--- config.mk ---
export PLATFORM = sky130hd
export DESIGN_NAME = active_speaker_top_k_select
export DESIGN_NICKNAME = d
export VERILOG_FILES = /design/src/design/asks_pkg.sv /design/src/design/asks_level_table.sv /design/src/design/asks_cell.sv /design/src/design/active_speaker_top_k_select.sv
export SDC_FILE = /design/constraint.sdc
export NUM_CORES = 1
export LEC_CHECK = 0
export ABC_AREA = 1
export BUFFER_PORTS_ARGS = -buffer_cell sky130_fd_sc_hd__buf_2
export CAP_MARGIN = 5
export CORE_AREA = 2 2 214 216
export CTS_CLUSTER_DIAMETER = 150
export DETAILED_ROUTE_END_ITERATION = 6
export DIE_AREA = 0 0 216 218
export PLACE_DENSITY = 0.71
export SLEW_MARGIN = 20
export SYNTH_ARGS = -nofsm -noshare
export SYNTH_HDL_FRONTEND = slang
export SYNTH_SLANG_ARGS = --single-unit
--- constraint.sdc ---
create_clock -name clk -period 6.9 [get_ports clk]
set_input_delay 0.345 -clock clk [delete_from_list [all_inputs] [get_ports clk]]
set_output_delay 0.345 -clock clk [all_outputs]
set_load 0.02 [all_outputs]
--- src/design/asks_pkg.sv ---
// shared types and constants of the active speaker top-k selector
// no dependencies; imported by every module of the block
package asks_pkg;

    localparam int DEF_PINS         = 32;
    localparam int DEF_MAX_SPEAKERS = 4;
    localparam int OUT_CAP          = 4;
    localparam int MASK_BITS        = 32;

    localparam logic [5:0] ONLY_TWO = 6'd2;

    localparam logic CFG_INPUT_COUNT  = 1'b0;
    localparam logic CFG_PRESENT_MASK = 1'b1;

    localparam logic MODE_REPORT = 1'b0;
    localparam logic MODE_SELECT = 1'b1;

    localparam logic signed [7:0] LEVEL_FLOOR = -8'sd127;

    typedef struct packed {
        logic              valid;
        logic signed [7:0] level;
        logic [4:0]        pin;
    } asks_entry_t;

    typedef enum logic [1:0] {
        ST_IDLE,
        ST_SCAN,
        ST_EMIT
    } asks_state_t;

endpackage

--- src/design/asks_level_table.sv ---
// per-pin level and speaking flag store, one write port and one scan read port
// depends on asks_pkg
module asks_level_table
    import asks_pkg::*;
#(
    parameter int DEPTH = DEF_PINS,
    parameter int IDX_W = $clog2(DEPTH)
)
(
    input  logic                    clk,
    input  logic                    rst_n,
    input  logic                    wr_en,
    input  logic [IDX_W-1:0]        wr_idx,
    input  logic signed [7:0]       wr_level,
    input  logic                    wr_speaking,
    input  logic [IDX_W-1:0]        rd_idx,
    output logic signed [7:0]       rd_level,
    output logic                    rd_speaking
);

    logic signed [7:0] level_reg [DEPTH];
    logic [DEPTH-1:0]  speaking_reg;

    always_ff @(posedge clk or negedge rst_n)
    begin
        if (!rst_n)
        begin
            for (int i = 0; i < DEPTH; i++)
            begin
                level_reg[i] <= LEVEL_FLOOR;
            end
            speaking_reg <= '0;
        end
        else if (wr_en)
        begin
            level_reg[wr_idx]    <= wr_level;
            speaking_reg[wr_idx] <= wr_speaking;
        end
    end

    assign rd_level    = level_reg[rd_idx];
    assign rd_speaking = speaking_reg[rd_idx];

endmodule

--- src/design/asks_cell.sv ---
// one rank of the insertion chain: holds one candidate, hands the displaced one on
// depends on asks_pkg
module asks_cell
    import asks_pkg::*;
(
    input  logic        clk,
    input  logic        rst_n,
    input  logic        clear,
    input  logic        load,
    input  asks_entry_t cand,
    input  asks_entry_t prev_held,
    input  logic        prev_better,
    output asks_entry_t held,
    output logic        better
);

    asks_entry_t held_reg;
    asks_entry_t held_next;

    always_comb
    begin
        // strict compare keeps the earlier, lower pin on equal levels
        better = load && cand.valid &&
                 (!held_reg.valid || ($signed(cand.level) > $signed(held_reg.level)));
        held_next = held_reg;
        if (clear)
        begin
            held_next = '0;
        end
        else if (better)
        begin
            held_next = prev_better ? prev_held : cand;
        end
    end

    always_ff @(posedge clk or negedge rst_n)
    begin
        if (!rst_n)
        begin
            held_reg <= '0;
        end
        else
        begin
            held_reg <= held_next;
        end
    end

    assign held = held_reg;

endmodule

--- src/design/active_speaker_top_k_select.sv ---
// Active speaker top-k selector.
// Level reports arrive on the s_axis channel (tuser = mode 0) and overwrite the
// level and speaking flag of their pin; a select transaction (tuser = mode 1)
// scans pins 0 .. min(input_count, pin table)-1, one pin per cycle, feeding a
// chain of sorting cells that keeps the loudest present speaking pins in order.
// Results leave on m_axis, one per selected pin, tlast on the final one; an
// empty selection gives one result with tuser (none_selected) set.
// Registers input_count and pin_present_mask are written on the cfg channel,
// which is always ready; write them only while the block is idle.
// With an input_count of two, a select keeps all present pins in pin order instead.
// The scan reads the pins through the single read port of the level table; while
// a select is scanned and its results are emitted, s_axis_tready is low.
// When the receiver stalls, results wait in the output register and the
// chain holds; level reports are accepted again once the final result sits
// in the output register.
// Reset: levels go to -127, speaking flags and registers to zero, no output.
// depends on asks_pkg, asks_level_table, asks_cell
module active_speaker_top_k_select
    import asks_pkg::*;
#(
    parameter int PINS         = DEF_PINS,
    parameter int MAX_SPEAKERS = DEF_MAX_SPEAKERS
)
(
    input  logic        clk,
    input  logic        rst_n,
    input  logic        s_axis_tvalid,
    output logic        s_axis_tready,
    input  logic [15:0] s_axis_tdata,   // pin[4:0], has_level[5], level[13:6], voice_active[14]
    input  logic        s_axis_tuser,   // mode
    output logic        m_axis_tvalid,
    input  logic        m_axis_tready,
    output logic [7:0]  m_axis_tdata,   // selected_pin[4:0]
    output logic        m_axis_tuser,   // none_selected
    output logic        m_axis_tlast,
    input  logic        cfg_valid,
    output logic        cfg_ready,
    input  logic        cfg_index,
    input  logic [31:0] cfg_data
);

    localparam int STORE     = (PINS < MASK_BITS) ? PINS : MASK_BITS;
    localparam int IDX_W     = $clog2(STORE);
    localparam int CNT_W     = $clog2(STORE + 1);
    localparam int SPEAK_LIM = (MAX_SPEAKERS < OUT_CAP) ? MAX_SPEAKERS : OUT_CAP;
    localparam int CELLS     = (SPEAK_LIM < 2) ? 2 : SPEAK_LIM;
    localparam int EW        = $clog2(CELLS);

    // input fields
    logic [4:0]        in_pin;
    logic              in_has_level;
    logic signed [7:0] in_level;
    logic              in_voice;
    logic              in_accept;

    assign in_pin       = s_axis_tdata[4:0];
    assign in_has_level = s_axis_tdata[5];
    assign in_level     = s_axis_tdata[13:6];
    assign in_voice     = s_axis_tdata[14];
    assign in_accept    = s_axis_tvalid && s_axis_tready;

    // configuration
    logic [5:0]  input_count_reg;
    logic [31:0] present_mask_reg;

    assign cfg_ready = 1'b1;

    always_ff @(posedge clk or negedge rst_n)
    begin
        if (!rst_n)
        begin
            input_count_reg  <= '0;
            present_mask_reg <= '0;
        end
        else if (cfg_valid && cfg_ready)
        begin
            unique case (cfg_index)
                CFG_INPUT_COUNT:  input_count_reg  <= cfg_data[5:0];
                CFG_PRESENT_MASK: present_mask_reg <= cfg_data;
                default:          ;
            endcase
        end
    end

    // control state
    asks_state_t      state_reg, state_next;
    logic [CNT_W-1:0] scan_idx_reg, scan_idx_next;
    logic [CNT_W-1:0] scan_n_reg, scan_n_next;
    logic             all_mode_reg, all_mode_next;
    logic [EW-1:0]    emit_idx_reg, emit_idx_next;
    logic             m_valid_reg, m_valid_next;
    logic [4:0]       m_pin_reg, m_pin_next;
    logic             m_none_reg, m_none_next;
    logic             m_last_reg, m_last_next;

    // level table
    logic              tbl_wr_en;
    logic [IDX_W-1:0]  scan_idx;
    logic signed [7:0] rd_level;
    logic              rd_speaking;

    assign tbl_wr_en = in_accept && (s_axis_tuser == MODE_REPORT) && in_has_level &&
                       (6'(in_pin) < 6'(STORE));
    assign scan_idx  = scan_idx_reg[IDX_W-1:0];

    asks_level_table #(
        .DEPTH (STORE),
        .IDX_W (IDX_W)
    ) u_table (
        .clk         (clk),
        .rst_n       (rst_n),
        .wr_en       (tbl_wr_en),
        .wr_idx      (in_pin[IDX_W-1:0]),
        .wr_level    (in_level),
        .wr_speaking (in_voice),
        .rd_idx      (scan_idx),
        .rd_level    (rd_level),
        .rd_speaking (rd_speaking)
    );

    // candidate of the current scan cycle
    logic        scan_done;
    logic        chain_load;
    logic        chain_clear;
    asks_entry_t cand;

    assign scan_done   = (scan_idx_reg == scan_n_reg);
    assign chain_load  = (state_reg == ST_SCAN) && !scan_done;
    assign chain_clear = in_accept && (s_axis_tuser == MODE_SELECT);

    always_comb
    begin
        cand.valid = present_mask_reg[5'(scan_idx)] && (all_mode_reg || rd_speaking);
        cand.level = all_mode_reg ? 8'sd0 : rd_level;
        cand.pin   = 5'(scan_idx);
    end

    // sorting chain
    asks_entry_t      held [CELLS];
    logic [CELLS-1:0] better;
    logic [CELLS-1:0] valid_vec;
    logic [CELLS-1:0] next_valid;

    for (genvar i = 0; i < CELLS; i++)
    begin : g_cell
        if (i == 0)
        begin : g_head
            asks_cell u_cell (
                .clk         (clk),
                .rst_n       (rst_n),
                .clear       (chain_clear),
                .load        (chain_load),
                .cand        (cand),
                .prev_held   ('0),
                .prev_better (1'b0),
                .held        (held[i]),
                .better      (better[i])
            );
        end
        else
        begin : g_body
            asks_cell u_cell (
                .clk         (clk),
                .rst_n       (rst_n),
                .clear       (chain_clear),
                .load        (chain_load),
                .cand        (cand),
                .prev_held   (held[i-1]),
                .prev_better (better[i-1]),
                .held        (held[i]),
                .better      (better[i])
            );
        end
        assign valid_vec[i] = held[i].valid;
    end

    assign next_valid = {1'b0, valid_vec[CELLS-1:1]};

    // sequencer and output register
    logic out_free;
    logic emit_last;

    assign out_free  = !m_valid_reg || m_axis_tready;
    assign emit_last = (emit_idx_reg == (all_mode_reg ? EW'(CELLS - 1) : EW'(SPEAK_LIM - 1))) ||
                       !next_valid[emit_idx_reg];

    always_comb
    begin
        state_next    = state_reg;
        scan_idx_next = scan_idx_reg;
        scan_n_next   = scan_n_reg;
        all_mode_next = all_mode_reg;
        emit_idx_next = emit_idx_reg;
        m_valid_next  = m_valid_reg && !m_axis_tready;
        m_pin_next    = m_pin_reg;
        m_none_next   = m_none_reg;
        m_last_next   = m_last_reg;
        s_axis_tready = 1'b0;

        unique case (state_reg)
            ST_IDLE:
            begin
                s_axis_tready = 1'b1;
                if (in_accept && (s_axis_tuser == MODE_SELECT))
                begin
                    state_next    = ST_SCAN;
                    scan_idx_next = '0;
                    scan_n_next   = (input_count_reg > 6'(STORE)) ? CNT_W'(STORE)
                                                                  : CNT_W'(input_count_reg);
                    all_mode_next = (input_count_reg == ONLY_TWO);
                end
            end
            ST_SCAN:
            begin
                if (scan_done)
                begin
                    state_next    = ST_EMIT;
                    emit_idx_next = '0;
                end
                else
                begin
                    scan_idx_next = scan_idx_reg + 1'b1;
                end
            end
            ST_EMIT:
            begin
                if (out_free)
                begin
                    m_valid_next = 1'b1;
                    if (!valid_vec[emit_idx_reg])
                    begin
                        // empty selection
                        m_pin_next  = '0;
                        m_none_next = 1'b1;
                        m_last_next = 1'b1;
                        state_next  = ST_IDLE;
                    end
                    else
                    begin
                        m_pin_next    = held[emit_idx_reg].pin;
                        m_none_next   = 1'b0;
                        m_last_next   = emit_last;
                        emit_idx_next = emit_idx_reg + 1'b1;
                        if (emit_last)
                        begin
                            state_next = ST_IDLE;
                        end
                    end
                end
            end
            default:
            begin
                state_next = ST_IDLE;
            end
        endcase
    end

    always_ff @(posedge clk or negedge rst_n)
    begin
        if (!rst_n)
        begin
            state_reg    <= ST_IDLE;
            scan_idx_reg <= '0;
            scan_n_reg   <= '0;
            all_mode_reg <= 1'b0;
            emit_idx_reg <= '0;
            m_valid_reg  <= 1'b0;
            m_pin_reg    <= '0;
            m_none_reg   <= 1'b0;
            m_last_reg   <= 1'b0;
        end
        else
        begin
            state_reg    <= state_next;
            scan_idx_reg <= scan_idx_next;
            scan_n_reg   <= scan_n_next;
            all_mode_reg <= all_mode_next;
            emit_idx_reg <= emit_idx_next;
            m_valid_reg  <= m_valid_next;
            m_pin_reg    <= m_pin_next;
            m_none_reg   <= m_none_next;
            m_last_reg   <= m_last_next;
        end
    end

    assign m_axis_tvalid = m_valid_reg;
    assign m_axis_tdata  = {3'b000, m_pin_reg};
    assign m_axis_tuser  = m_none_reg;
    assign m_axis_tlast  = m_last_reg;

endmodule

# After elaboration in Yosys (flattened, before gate mapping)
# Cells that the tools add are included.
word_totals:
  register_bits: 407
  input_bits: 55
  output_inout_bits: 13
op_classes:
  n_addsub: 2
  order_cmp: 13
  n_eq_ne: 11
  mux: 52
  bitwise_logic: 5
  n_reduce_logical: 43
op_table:
  columns: ["cell", "n"]
  rows:
  - ["256-bit bitwise mux", 1]
  - ["14-bit two-way mux", 11]
  - ["8-bit binary-select mux with 5-bit select", 1]
  - ["8-bit demux with 5-bit select", 1]
  - ["32-bit bitwise mux", 1]
  - ["8-bit > comparator", 4]
  - ["8-bit two-way mux", 4]
  - ["14-bit binary-select mux with 2-bit select", 1]
  - ["6-bit two-way mux", 3]
  - ["2-bit two-way mux", 8]
  - ["5-bit two-way mux", 3]
  - ["1-bit logical AND", 14]
  - ["6-bit >= comparator (second input constant)", 2]
  - ["5-bit by 6-bit < comparator with 1-bit output (second input constant)", 2]
  - ["5-bit inverter with 6-bit output", 2]
  - ["6-bit one-hot mux with 2 select lines", 1]
  - ["2-bit nonzero test", 6]
  - ["1-bit binary-select mux with 5-bit select", 2]
  - ["1-bit two-way mux", 10]
  - ["2-bit inequality test (second input constant)", 5]
  - ["1-bit logical NOT", 8]
  - ["2-bit AND reduction", 4]
  - ["4-bit AND reduction", 2]
  - ["1-bit logical OR", 7]
  - ["20 further kinds", 23]

# Logic depth before layout (Yosys ltp)
logic_depth:
  word_depth: 11
  mapped_depth: 28
  ltp_nobuf: 25

# Cells and area by module
# From an unflattened synthesis, not the netlist that was laid out.
unflattened:
  hier_cells: 2707
  area_unflattened_um2: 20907.6
by_module_without_submodules:
  columns: ["module", "instances", "cells_per_inst", "area_each_um2", "seq_area_each_um2"]
  rows:
  - ["asks_level_table", 1, 1666, 13404.1, 7287.0]
  - ["asks_cell", 4, 151, 1036.0, 350.3]
  - ["active_speaker_top_k_select", 1, 437, 3359.5, 1576.5]

# Worst setup path before layout
# OpenSTA, ideal clock, no wires.
synth_path:
  path_kind: "reg-to-reg"
  startpoint: "register scan_idx_reg[0]"
  endpoint: "register g_cell[2].g_body.u_cell.held_reg (netlist bit g_cell[2].g_body.u_cell.held[0])"
  setup_ns: 0.117
  arrival_time_ns: 3.100
  t_required_ns: 6.783
  setup_slack_ns: 3.682
  stages_incl_launch_ff: 26
  path_buffers: 5
  cell_sequence: "dfrtp_1 buf_4 buf_4 buf_6 buf_4 nor2_1 nor2_1 o21ai_0 o211ai_1 nand3_1 nand4_1 nand3_1 inv_1 ha_1 nand2_1 nor2_1 nand2_1 nand2_1 nand2_1 nand2_1 nand2_1 nand2_1 clkbuf_1 nand4_1 nand3_1 nand2_1"
synth_between:
  elab_chain_len: 11
  word_cells_on_any_way: 25
  cone_classes: "order compare (2); eq/ne (1); mux (11); bitwise (1); reduce/logical (10)"
synth_lines:
  columns: ["element", "line_no", "source"]
  rows:
  - ["start: declaration", "active_speaker_top_k_select.sv:87", "logic [CNT_W-1:0] scan_idx_reg, scan_idx_next;"]
  - ["start signal: assignment", "active_speaker_top_k_select.sv:275", "scan_idx_reg <= scan_idx_next;"]
  - ["5-bit inverter with 6-bit output (implied by the code)", "asks_level_table.sv:41", "assign rd_level = level_reg[rd_idx];"]
  - ["8-bit binary-select mux with 5-bit select", "asks_level_table.sv:41", null]
  - ["8-bit two-way mux (implied by the code) (2 in series)", "asks_level_table.sv:41", null]
  - ["8-bit two-way mux", "active_speaker_top_k_select.sv:134", "cand.level = all_mode_reg ? 8'sd0 : rd_level;"]
  - ["8-bit > comparator", "asks_cell.sv:24", "(!held_reg.valid || ($signed(cand.level) > $signed(held_reg.level)));"]
  - ["1-bit logical OR", "asks_cell.sv:24", null]
  - ["1-bit logical AND", "asks_cell.sv:23", "better = load && cand.valid &&"]
  - ["14-bit two-way mux", "asks_cell.sv:32", "held_next = prev_better ? prev_held : cand;"]
  - ["14-bit two-way mux", "asks_cell.sv:30", "else if (better)"]
  - ["14-bit two-way mux", "asks_cell.sv:26", "if (clear)"]
  - ["end signal: assignment", "asks_cell.sv:44", "held_reg <= held_next;"]
  - ["end: declaration", "asks_cell.sv:17", "asks_entry_t held_reg;"]
# Parallel ways exist; a longest one is shown, timed or not. The select of a mux whose other input is x is not followed.
# A chain may end at the register's enable or synchronous reset.

# Final worst setup path
layout_path:
  startpoint: "register scan_idx_reg[1]"
  endpoint: "register g_cell[0].g_head.u_cell.held_reg (netlist bit g_cell[0].g_head.u_cell.held[5])"
layout_between:
  elab_chain_len: 9
  word_cells_on_any_way: 21
  cone_classes: "order compare (1); eq/ne (1); mux (10); bitwise (1); reduce/logical (8)"
layout_lines:
  columns: ["element", "line_no"]
  rows:
  - ["5-bit inverter with 6-bit output (implied by the code)", "asks_level_table.sv:41"]
  - ["8-bit binary-select mux with 5-bit select", "asks_level_table.sv:41"]
  - ["8-bit two-way mux (implied by the code) (2 in series)", "asks_level_table.sv:41"]
  - ["8-bit two-way mux", "active_speaker_top_k_select.sv:134"]
  - ["8-bit > comparator", "asks_cell.sv:24"]
  - ["1-bit logical OR", "asks_cell.sv:24"]
  - ["1-bit logical AND", "asks_cell.sv:23"]
  - ["2-bit nonzero test (no source line)", null]
  - ["end signal: assignment", "asks_cell.sv:44"]
  - ["end: declaration", "asks_cell.sv:17"]
# Parallel ways exist; a longest one is shown, timed or not. The select of a mux whose other input is x is not followed.

==> results.md <==
Outcome:
- The run finished with clean final reports.

Synthesis:
- The yosys synthesis warning count is 0.
- Sorting the synthesized cells by area gives the leading types as dfrtp_1 43%, nand2_1 12%, o21ai_0 10%.
- In this run, synthesis produced a sequential element count of 407.
- The mapped cell area is 19900 µm².
- The share of synthesized area in the top cell type comes to 43.1%.
- Sequential cells were found to cover 51.5% of the synthesized design area.
- The cell type with the largest total area after synthesis is dfrtp_1.
- After technology mapping, the gate count stands at 2432.
- Each instance of the synthesized netlist takes up on average 8.19 µm².
- The number of different library cells used by synthesis comes to 41.

STA:
- For the pin with the worst max-slew slack, the measured transition is 1.13 ns.
- Final hold analysis gives a worst-case slack of 0.0209 ns.
- Setup slack closes at 1.75 ns.
- Setup violations remaining at the end of the flow were counted as 0.
- The final critical delay including setup and external delays is 5.15 ns.
- For the final database, setup skew stands at 0.0244 ns.
- The share of the clock period used by the worst path is 74.6%.
- For this run, the top clock speed supported by timing is 194 MHz.
- The hold violation count in the final report came to 0.
- The worst pin sits at a relative slew slack of 24.5%.
- Setup repair after global routing left no endpoint under its margin.
- The max-slew violation count is 0.
- Adding up every negative setup slack in the final design gives 0 ns.

Floorplan:
- The width of the chip is 216 µm.
- The floorplan die area is 47100 µm².
- The initial core utilization is 44.4%.
- The count of pins on the block boundary is 68.
- The die span in y is 218 µm.
- The area inside the core boundary is 44900 µm².
- The standard-cell row count is 78.

Placed design:
- Summing all placed instances gives a cell area of 20400 µm².
- The final weighted congestion of routability-driven global placement is 0.843.
- The detailed placer's ending HPWL is 31.4 mm.
- Including well taps, the total number of placed cells is 2945.
- OpenSTA, run right after detailed placement, puts the worst setup slack at 1.93 ns.
- In this run the tool buffered the top-level ports with 62 buffer cells.

Finish:
- With fillers left out, the area of the finished cells amounts to 21900 µm².
- Compared with the post-synthesis result, the final layout area differs by 10.1%.
- The count of nets after finishing is 2491.
- In the final layout, the share of cells above drive strength 1 is 11.5%.
- The number of standard cells in the layout, taps in and fillers out is 3038.
- The register with the most flip-flops in the layout has 256 of them.
- The final core utilization is 48.9%.

Power:
- The fraction of power spent switching nets is 43.5%.
- The internal portion of the total power is 5.42 mW.
- The proportion of power drawn by flip-flops and latches is 31.2%.
- The clock network accounts for 24.2% of the total power.
- The reported leakage power is 9.99 nW.
- Dividing total power by cell area gives a power density of 438 nW/µm².
- Combinational logic is responsible for 44.6% of the overall power.
- The switching power summed over all nets is 4.18 mW.
- IR analysis of the VDD net gives a maximum drop of 0.000504 V.
- The completed layout was analyzed and its total power is 9.60 mW.

Clock network:
- After clock tree synthesis, the setup repair step added 0 buffers.
- For this design, the CTS-stage hold fixing added 11 buffers.
- The number of clock sinks is 407.
- After clock tree synthesis, the repair step resized 0 gates.
- After clock tree synthesis, the clock-pin slew on the worst setup and hold paths is 0.06 ns.
- In this run, CTS created clock tree buffers numbering 44.
- The clock tree from TritonCTS is done.
- Counting along the longest clock path gives a buffer depth of 3.
- The root buffer cell chosen for the clock tree is clkbuf_16.
- The number of levels the H-tree was split into is 2.
- Clock latency on the worst-skew pair, taken at its later pin, is 0.56 ns.

Setup path:
- The master of the slowest instance on the critical path is dfrtp_4.
- The top fanout value on the critical path is 53.
- The setup check on the worst reg-to-reg path leaves a slack of 1.75 ns.
- Walking the worst path, the cells encountered are buf_4 -> nand3_1 -> nand3_1 -> nand2_1 -> a21oi_1 -> nand2_1 -> nand3_1 -> inv_1 -> ha_1 -> nand2_1 -> inv_1 -> nand2_1 -> nand2_1 -> nand2_1 -> nand2_1 -> nand2_1 -> nand2_1 -> nand2_1 -> nand2_1 -> nand3_4 -> nand2_1 -> inv_1 -> nand2_1 -> nand2_1.
- The cell repeated most along the worst path is nand2_1.
- The required time of the critical path is 7.36 ns.
- The cell family contributing the most delay on the critical path is simple AND/OR/NAND/NOR gates.
- The kind of critical path is reg -> reg.
- Together, buffers and inverters on the worst path number 4.
- The largest single stage delay on the critical path is 0.86 ns.
- STA classifies the critical path startpoint as a flip-flop.
- The kind of end point of the critical path is a flip-flop.
- The critical path data arrival time is 5.60 ns.

Routing:
- For this block, the routed nets add up to 52.7 mm of wire.
- The DRC violations left is 0.
- The wire length per cell is 17.3 µm.
- The final route contains 16.8k vias.
- The number of routed nets with antenna violations is 0.
- The number of DRC markers in iteration 0 is 2007.
- The pre-antenna-repair detailed-routing pass consisted of 6 iterations.
- After detailed routing, the number of vias per cell comes to 5.55.

Global route:
- In the global route stage, overall resource usage came out at 22.3%.
- The initial antenna violation count is 1.
- The via count of the first global-routing pass came to 16.1k.
- The residual overflow from global routing is 0.
- The first global-routing pass estimated 85.4 mm of wire.
- Entering global routing, the biggest net connects 184 pins.

Hold path:
- The tightest min-delay check is of the in -> reg type.

Flow run:
- Max-cap violations in this run came to 0.
## placed cells by master (no fill, tap or decap), types with 3 or more instances in the layout
master	n
nand2_2	18
ha_1	34
clkbuf_16	45
clkinv_2	5
nand3_1	196
or2_2	3
buf_4	10
a32o_1	5
conb_1	4
nor3_1	11
clkbuf_1	15
inv_2	12
dlygate4sd3_1	11
nand2_1	663
clkbuf_8	10
mux2_2	26
dfstp_2	64
clkinvlp_4	3
dfrtp_1	341
buf_12	4
o211ai_1	18
nor2_1	151
o221ai_1	13
o22ai_1	19
buf_2	61
o21ai_1	41
inv_1	121
nand4_1	57
o21a_1	3
a21oi_1	45
clkinv_1	3
o21ai_0	400
nand3_4	3
## synthesized netlist by cell type, drive strengths merged
| master | number |
|---|---|
| mux2 | 26 |
| or2 | 4 |
| nand3 | 200 |
| clkinv | 1 |
| a21oi | 46 |
| o21a | 3 |
| a32o | 5 |
| o211ai | 18 |
| o221ai | 13 |
| a31oi | 2 |
| dfrtp | 343 |
| clkbuf | 97 |
| inv | 137 |
| a21o | 1 |
| conb | 2 |
| ha | 34 |
| nor3 | 13 |
| nand4 | 57 |
| a211oi | 1 |
| nand2 | 682 |
| o22ai | 19 |
| o21ai | 441 |
| nor2 | 154 |
| dfstp | 64 |
| buf | 69 |
## worst register-to-register path, delay by kind of cell, from the launching register on
kind / cells / cell delay, ns
buffers and inverters: 4 / 1.05
flip-flops: 1 / 0.86
AO/OA/AOI/OAI: 1 / 0.35
AND/OR/NAND/NOR: 18 / 2.43
adder cells (fa/ha/maj): 1 / 0.34
## layer usage
metal / track usage [%] / routed length, µm
met1: 31.4 / 23900
met5: 0 / 0
met4: 6.99 / 1230
met3: 3.15 / 3440
met2: 35.8 / 24100
## logic make-up after synthesis
group,count (synthesis),synth area share (%)
DFF,407,51.5
other,2,0.0377
and+or+nand+nor,1110,23.7
adders and majority gates,34,2.14
buffers and inverters,304,6.49
muxes,26,1.47
AOI/OAI and AO/OA,549,14.6
## layout make-up
| cell class | instances | area [µm²] |
|---|---|---|
| diodes | 1 | 2.50 |
| fillers | 4227 | 23000 |
| clock buffers | 70 | 1320 |
| multi-input cells | 1723 | 8370 |
| flip-flops and latches | 407 | 10300 |
| inverters | 138 | 523 |
| clock inverters | 11 | 95.1 |
| repair buffers | 88 | 597 |
| well taps | 600 | 751 |
## final timing paths
| kind | start | endpoint | depth (start not counted) |
|---|---|---|---|
| max | scan_idx_reg[1] | g_cell[0].g_head.u_cell.held[5] | 24 |
| max in group asynchronous | rst_n | u_table.level_reg[244] | 3 |
| min | cfg_data[16] | present_mask_reg[16] | 2 |
| min reg2reg | u_table.level_reg[240] | u_table.level_reg[240] | 2 |
| min in group asynchronous | rst_n | g_cell[3].g_body.u_cell.held[11] | 2 |
| max reg2reg | scan_idx_reg[1] | g_cell[0].g_head.u_cell.held[5] | 24 |
## power by group through the flow
stage | Clock (mW) | Combinational (mW) | Sequential [mW]
after floorplan | 0 | 3.27 | 2.93
final | 2.32 | 4.28 | 3.00
after CTS | 2.36 | 4.24 | 2.99
after detailed placement | 0 | 4.21 | 3.03
after global placement | 0 | 4.11 | 3.01
after global routing | 2.46 | 4.82 | 3.03
(Power assumes the default switching activity.)
